<file path="config.mk">
export PLATFORM = sky130hd
export DESIGN_NAME = logical_immediate_encoder_top
export DESIGN_NICKNAME = d
export VERILOG_FILES = /design/src/design/lie_pkg.sv /design/src/design/lie_elem.sv /design/src/design/lie_encode.sv /design/src/design/logical_immediate_encoder_top.sv
export VERILOG_INCLUDE_DIRS = /design/src /design/src/design
export SDC_FILE = /design/constraint.sdc
export NUM_CORES = 1
export LEC_CHECK = 0
export BUFFER_PORTS_ARGS = -buffer_cell sky130_fd_sc_hd__buf_4
export CAP_MARGIN = 30
export CORE_MARGIN = 4
export CORE_UTILIZATION = 50
export CTS_BUF_LIST = sky130_fd_sc_hd__clkbuf_4
export CTS_CLUSTER_DIAMETER = 100
export DETAILED_ROUTE_END_ITERATION = 10
export PLACE_DENSITY_LB_ADDON = 0.3
export SLEW_MARGIN = 5
export SYNTH_ARGS = -nofsm -noshare
export SYNTH_HDL_FRONTEND = slang
export SYNTH_HIERARCHICAL = 1
export SYNTH_SLANG_ARGS = --single-unit
export TNS_END_PERCENT = 5
</file>
<file path="constraint.sdc">
create_clock -name clk_i -period 14.4 [get_ports clk_i]
set_clock_uncertainty 0.15 [all_clocks]
set_input_delay 0.72 -clock clk_i [delete_from_list [all_inputs] [get_ports clk_i]]
set_output_delay 0.72 -clock clk_i [all_outputs]
set_load 0.005 [all_outputs]
</file>
<file path="src/design/logical_immediate_encoder_top_macros.svh">
// Assertion macros shared by the logical immediate encoder RTL.
// No dependencies; included by the modules that carry assertions.
`ifndef LOGICAL_IMMEDIATE_ENCODER_TOP_MACROS_SVH
`define LOGICAL_IMMEDIATE_ENCODER_TOP_MACROS_SVH

`ifndef SYNTHESIS

// Same-cycle implication, checked out of reset.
`define LIE_ASSERT_IMP(label, clk, rst_n, ante, cons) \
  label: assert property (@(posedge clk) disable iff (!rst_n) (ante) |-> (cons)) \
    else $error("assertion failed");

// Next-cycle implication, checked out of reset.
`define LIE_ASSERT_NEXT(label, clk, rst_n, ante, cons) \
  label: assert property (@(posedge clk) disable iff (!rst_n) (ante) |=> (cons)) \
    else $error("assertion failed");

`else

`define LIE_ASSERT_IMP(label, clk, rst_n, ante, cons)
`define LIE_ASSERT_NEXT(label, clk, rst_n, ante, cons)

`endif

`endif

</file>
<file path="src/design/lie_pkg.sv">
// Types and constants for the logical immediate encoder.
// No dependencies; used by lie_elem, lie_encode and the top level.
package lie_pkg;

  localparam int unsigned ImmW = 64;
  localparam int unsigned EncW = 13;

  // Element size as log2 of its bit count (2 to 64 bits).
  typedef logic [2:0] size_log_t;

  localparam size_log_t SizeLog2  = 3'd1;
  localparam size_log_t SizeLog4  = 3'd2;
  localparam size_log_t SizeLog8  = 3'd3;
  localparam size_log_t SizeLog16 = 3'd4;
  localparam size_log_t SizeLog32 = 3'd5;
  localparam size_log_t SizeLog64 = 3'd6;

  // Element description handed from the analysis stage to the field builder.
  typedef struct packed {
    logic             reject;
    size_log_t        size_log;
    logic [ImmW-1:0]  rise;
    logic [ImmW-1:0]  fall;
  } elem_info_t;

  // Bit position of a one-hot vector; the result is meaningless otherwise.
  function automatic logic [5:0] onehot_index(input logic [ImmW-1:0] oh);
    logic [5:0] idx;
    idx = '0;
    for (int i = 0; i < ImmW; i++) begin
      if (oh[i]) begin
        idx = idx | 6'(i);
      end
    end
    return idx;
  endfunction

endpackage

</file>
<file path="src/design/lie_elem.sv">
// Element analysis: repeat size, rejection of all-zero, all-one and over-wide
// values, and the rising/falling edge masks of one element. Depends on lie_pkg.
module lie_elem import lie_pkg::*; (
  input  logic [ImmW-1:0] imm_i,
  input  logic            wide_i,
  output elem_info_t      info_o
);

  logic      eq2, eq4, eq8, eq16, eq32;
  size_log_t inner_log;
  size_log_t size_log;
  logic [ImmW-1:0] emask;
  logic [ImmW-1:0] elem;
  logic [ImmW-1:0] prev;
  logic            top_bit;
  logic            reject;

  always_comb begin
    eq2  = (imm_i[1:0]  == imm_i[3:2]);
    eq4  = (imm_i[3:0]  == imm_i[7:4]);
    eq8  = (imm_i[7:0]  == imm_i[15:8]);
    eq16 = (imm_i[15:0] == imm_i[31:16]);
    eq32 = (imm_i[31:0] == imm_i[63:32]);

    // Halving stops at the first size whose halves differ.
    if (!eq16) begin
      inner_log = SizeLog32;
    end else if (!eq8) begin
      inner_log = SizeLog16;
    end else if (!eq4) begin
      inner_log = SizeLog8;
    end else if (!eq2) begin
      inner_log = SizeLog4;
    end else begin
      inner_log = SizeLog2;
    end

    if (wide_i && !eq32) begin
      size_log = SizeLog64;
    end else begin
      size_log = inner_log;
    end

    case (size_log)
      SizeLog2: begin
        emask   = 64'h0000_0000_0000_0003;
        top_bit = imm_i[1];
      end
      SizeLog4: begin
        emask   = 64'h0000_0000_0000_000F;
        top_bit = imm_i[3];
      end
      SizeLog8: begin
        emask   = 64'h0000_0000_0000_00FF;
        top_bit = imm_i[7];
      end
      SizeLog16: begin
        emask   = 64'h0000_0000_0000_FFFF;
        top_bit = imm_i[15];
      end
      SizeLog32: begin
        emask   = 64'h0000_0000_FFFF_FFFF;
        top_bit = imm_i[31];
      end
      default: begin
        emask   = '1;
        top_bit = imm_i[63];
      end
    endcase

    elem = imm_i & emask;
    // Each bit compared with its lower neighbor, wrapping inside the element.
    prev = {elem[ImmW-2:0], top_bit};

    if (wide_i) begin
      reject = (imm_i == '0) || (imm_i == '1);
    end else begin
      reject = (imm_i == '0) || (imm_i[63:32] != '0) || (imm_i[31:0] == '1);
    end

    info_o.reject   = reject;
    info_o.size_log = size_log;
    info_o.rise     = elem & ~prev & emask;
    info_o.fall     = ~elem & prev & emask;
  end

endmodule

</file>
<file path="src/design/lie_encode.sv">
// Field builder: checks for a single rotated run and forms N:immr:imms.
// Depends on lie_pkg.
module lie_encode import lie_pkg::*; (
  input  elem_info_t      info_i,
  output logic            ok_o,
  output logic [EncW-1:0] enc_o
);

  logic [5:0] smask;
  logic [5:0] rot;
  logic [5:0] fall_idx;
  logic [5:0] ones;
  logic [5:0] immr;
  logic [5:0] imms;
  logic [6:0] pre;
  logic       n_bit;
  logic       single_run;

  always_comb begin
    smask    = 6'((7'd1 << info_i.size_log) - 7'd1);
    // Exactly one rising edge means the element is one rotated run of ones.
    single_run = (info_i.rise != '0) &&
                 ((info_i.rise & (info_i.rise - 64'd1)) == '0);
    rot      = onehot_index(info_i.rise);
    fall_idx = onehot_index(info_i.fall);
    ones     = (fall_idx - rot) & smask;
    immr     = (6'd0 - rot) & smask;
    pre      = ~({smask, 1'b0} | 7'd1);
    imms     = pre[5:0] | ((ones - 6'd1) & smask);
    n_bit    = ~pre[6];

    ok_o = !info_i.reject && single_run;
    if (ok_o) begin
      enc_o = {n_bit, immr, imms};
    end else begin
      enc_o = '0;
    end
  end

endmodule

</file>
<file path="src/design/logical_immediate_encoder_top.sv">
// Logical immediate encoder: AArch64 bitmask immediate to N:immr:imms.
// Depends on lie_pkg, lie_elem, lie_encode and the assertion macro header.
//
// One item per clock cycle is accepted while the output side is ready, and one
// result item leaves per item: the immediate is captured in an input register,
// analyzed and encoded in one combinational pass, and the result is held in an
// output register. A stalled result does not block an empty input register, so
// one further item is taken while it waits.
// Rejected values leave with ok low and an all-zero encoding.
`include "logical_immediate_encoder_top_macros.svh"

module logical_immediate_encoder_top import lie_pkg::*; (
  input  logic        clk_i,
  input  logic        rst_ni,
  input  logic        s_axis_tvalid,
  output logic        s_axis_tready,
  input  logic [63:0] s_axis_tdata,   // [63:0] immediate
  input  logic [0:0]  s_axis_tuser,   // [0] wide_mode
  output logic        m_axis_tvalid,
  input  logic        m_axis_tready,
  output logic [15:0] m_axis_tdata,   // [12:0] encoding, [15:13] zero
  output logic [0:0]  m_axis_tuser    // [0] ok
);

  logic            st_valid_q;
  logic [ImmW-1:0] st_imm_q;
  logic            st_wide_q;
  logic            out_valid_q;
  logic            res_ok_q;
  logic [EncW-1:0] res_enc_q;

  logic            out_ready;
  logic            st_ready;
  elem_info_t      info;
  logic            res_ok_d;
  logic [EncW-1:0] res_enc_d;

  assign out_ready     = !out_valid_q || m_axis_tready;
  assign st_ready      = !st_valid_q || out_ready;
  assign s_axis_tready = st_ready;

  always_ff @(posedge clk_i or negedge rst_ni) begin
    if (!rst_ni) begin
      st_valid_q  <= 1'b0;
      out_valid_q <= 1'b0;
    end else begin
      if (st_ready) begin
        st_valid_q <= s_axis_tvalid;
      end
      if (out_ready) begin
        out_valid_q <= st_valid_q;
      end
    end
  end

  always_ff @(posedge clk_i) begin
    if (st_ready && s_axis_tvalid) begin
      st_imm_q  <= s_axis_tdata;
      st_wide_q <= s_axis_tuser[0];
    end
    if (out_ready && st_valid_q) begin
      res_ok_q  <= res_ok_d;
      res_enc_q <= res_enc_d;
    end
  end

  lie_elem u_elem (
    .imm_i  (st_imm_q),
    .wide_i (st_wide_q),
    .info_o (info)
  );

  lie_encode u_encode (
    .info_i (info),
    .ok_o   (res_ok_d),
    .enc_o  (res_enc_d)
  );

  assign m_axis_tvalid = out_valid_q;
  assign m_axis_tdata  = {3'b000, res_enc_q};
  assign m_axis_tuser  = res_ok_q;

  // A held item moves to the output register whenever that register frees up.
  `LIE_ASSERT_NEXT(a_item_advances, clk_i, rst_ni, st_valid_q && out_ready, out_valid_q)
  // An item waiting behind a stalled result is never dropped.
  `LIE_ASSERT_NEXT(a_item_kept, clk_i, rst_ni, st_valid_q && !out_ready, st_valid_q)
  // A rejected value always carries an all-zero encoding.
  `LIE_ASSERT_IMP(a_reject_zero, clk_i, rst_ni, out_valid_q && !res_ok_q, res_enc_q == '0)
  // The N bit is only set for a full 64-bit element, which needs 64-bit mode.
  `LIE_ASSERT_IMP(a_n_needs_wide, clk_i, rst_ni, st_valid_q && res_ok_d && res_enc_d[12],
                  st_wide_q)

endmodule
</file>
==> impl_metrics.ini <==
[worst_hold_path]
hp-start = s_axis_tdata[31]
hold_path_end = st_imm_q[31]$_DFFE_PP_
holdPathStages = 1
min_path_type = primary input to register

[setup_path]
cp.required_ns = 14.45
r2r_setup_slack_ns = 6.76
critical_path_class = register to register
worstSetupStartpointType = register
end_kind = register
max_stage_delay_ns = 0.77
critical_path.cell_chain = xor2_1 -> nor4_1 -> nand4_1 -> o21ai_4 -> buf_4 -> a21oi_1 -> nor4_1 -> nand2_1 -> nor3_1 -> inv_1 -> ha_1 -> fa_1 -> xor2_1 -> nor2_1 -> or3_1 -> o311a_1 -> or4b_2 -> a31oi_1 -> nor4_2
r2r_end = res_enc_q[5]$_DFFE_PP_
crit_arrival_ns = 7.68
reg2regPathDepth = 19
slowest_stage = o21ai_4
path_max_fanout = 90
timing.rr.start = st_imm_q[13]$_DFFE_PP_

[logic_synthesis]
netlist_area_sq_um = 7240
ys_warn_count = 6
postSynthCellCount = 807
syn_area_per_cell_sq_um = 8.98

[sta]
fin_crit_sh_pct = 53.0
fmax_mhz = 131
worst_slew_pin_slew_ns = 0.973
timing_hold_violations_final = 0
maxSlewViolCount = 0
slew_headroom_pct = 34.7
whs_ns = 0.276
fin_crit_ns = 7.64
finalSetupTns_ns = 0
setup_viol = 0
rsz0062_at_grt = no

[final_layout]
drive_above_1_share_pct = 16.4
syn_to_final_growth_pct = 10.4
layout_common_cells = 87 x buf_4, 79 x edfxtp_1, 71 x nor4_1, 66 x nor3b_1, 55 x a21oi_1
final_nets = 924
num_antenna_cells = 0
final_common_cell = buf_4

[floorplan]
die_area_sq_um = 16500
num_rows = 43
die_h_um = 128
io-pin-count = 88
core-area_sq_um = 14000
initial_core_util_pct = 51.6
die_w_um = 128

[clock_network]
h-tree-depth = 3
ctsResizeCount = 0
clkSlewWorstSetupHoldPaths_ns = 0.14
clockBufferDepth = 2
cts_sinks = 81
cts_tree = done
cts_inserted_buffers = 9
clk_latency_ns = 0.45
post-cts-setup-buffers = 0
cts.root.buffer_cell = clkbuf_4

[route]
viasPerCell = 7.09
drt-initial-drc-count = 1190
wl_per_cell_um = 24.4
vias = 7315
wl_mm = 25.2
drtAntennaViolNets = 0
drc = 0
first_pass_iters = 6

[placed_design]
gp_congestion = 1.05
port_buffers = 84
place_hpwl_mm = 18.4

[grt]
track_usage_pct = 30.3
grt_antenna_before_repair = 0
grt-ovfl-total = 0
grt_pass1_wl_mm = 38.6
grt_pass1_vias = 6704
grt_max_degree = 91

[power]
intPower_uw = 395
leakagePower_nw = 2.63
power_switching_uw = 212
switching_share_pct = 34.9
power.density_nw_per_um2 = 75.9
vdd_drop_max_mv = 0.0706
pwr-share-clk_pct = 23.1
seq_power_share_pct = 51.8
combPwrFrac_pct = 25.0

[flow_run]
maxCapViolCount = 0

[run_status]
run_status = complete, no violations
## metrics by stage
step / instances / cell area (sq um) / utilization (%) / worst slack, ns / power, mW
2_1_floorplan: 809 / 7250 / - / 8.92 / 0.407
3_3_place_gp: 1013 / 7830 / 55.7 / 7.10 / 0.463
3_5_place_dp: 1013 / 7830 / 55.7 / 6.97 / 0.463
4_1_cts: 1030 / 7980 / 56.8 / 6.94 / 0.601
5_1_grt: 1032 / 8000 / 57.0 / 6.38 / 0.632
6_report: 1032 / 8000 / 57.0 / 6.76 / 0.607
## worst max-delay path by stage
stage	from	endpoint
final	st_imm_q[13]$_DFFE_PP_	res_enc_q[5]$_DFFE_PP_
after global routing	st_imm_q[17]$_DFFE_PP_	res_enc_q[5]$_DFFE_PP_
after CTS	st_imm_q[0]$_DFFE_PP_	res_enc_q[8]$_DFFE_PP_
after detailed placement	st_imm_q[0]$_DFFE_PP_	res_enc_q[8]$_DFFE_PP_
after global placement	st_imm_q[0]$_DFFE_PP_	res_enc_q[4]$_DFFE_PP_
after floorplan	st_imm_q[5]$_DFFE_PP_	res_enc_q[5]$_DFFE_PP_
## worst max-delay path, delay by kind of cell, from the launching register on
family | cells | cell delay, ns
adder cells (fa/ha/maj) | 2 | 0.64
flip-flops | 1 | 0.62
buffers and inverters | 2 | 0.89
AND/OR/NAND/NOR | 9 | 2.99
XOR/XNOR | 2 | 0.38
AO/OA/AOI/OAI | 4 | 1.68
## per-layer routing
layer	share of wire, %	wire length (um)	up-vias	global-route usage, %
met3	11	2800	109	5.60
met1	41	10400	3437	44.1
met5	0	0	-	0
li1	-	-	3202	-
met2	43	10800	567	43.6
met4	4.6	1160	0	14.2
## area by class of cell
type / count / area [sq um]
Clock buffer: 9 / 67.6
Clock inverter: 7 / 77.6
Fill cell: 1239 / 6040
Inverter: 18 / 67.6
Multi-Input combinational cell: 647 / 4460
Sequential cell: 81 / 2420
Tap cell: 180 / 225
Timing Repair Buffer: 90 / 679
## repair_timing
action                                 in CTS  in global routing
setup endpoints to repair                   0                  0
endpoints found under the hold margin       2                  0
hold buffers                                1                  0
## state kept, by name, summed over array words and instances (netlist names)
signal	flops
st_valid_q	1
st_wide_q	1
m_axis_tuser	1
st_imm_q	64
m_axis_tvalid	1
res_enc_q	13
## power groups by stage
stage	Clock, mW	Combinational [mW]	Sequential (mW)
6_report	0.140	0.152	0.314
5_1_grt	0.153	0.164	0.315
4_1_cts	0.142	0.147	0.312
3_5_place_dp	0	0.146	0.318
3_3_place_gp	0	0.146	0.317
2_1_floorplan	0	0.116	0.291
(Power assumes the default switching activity.)
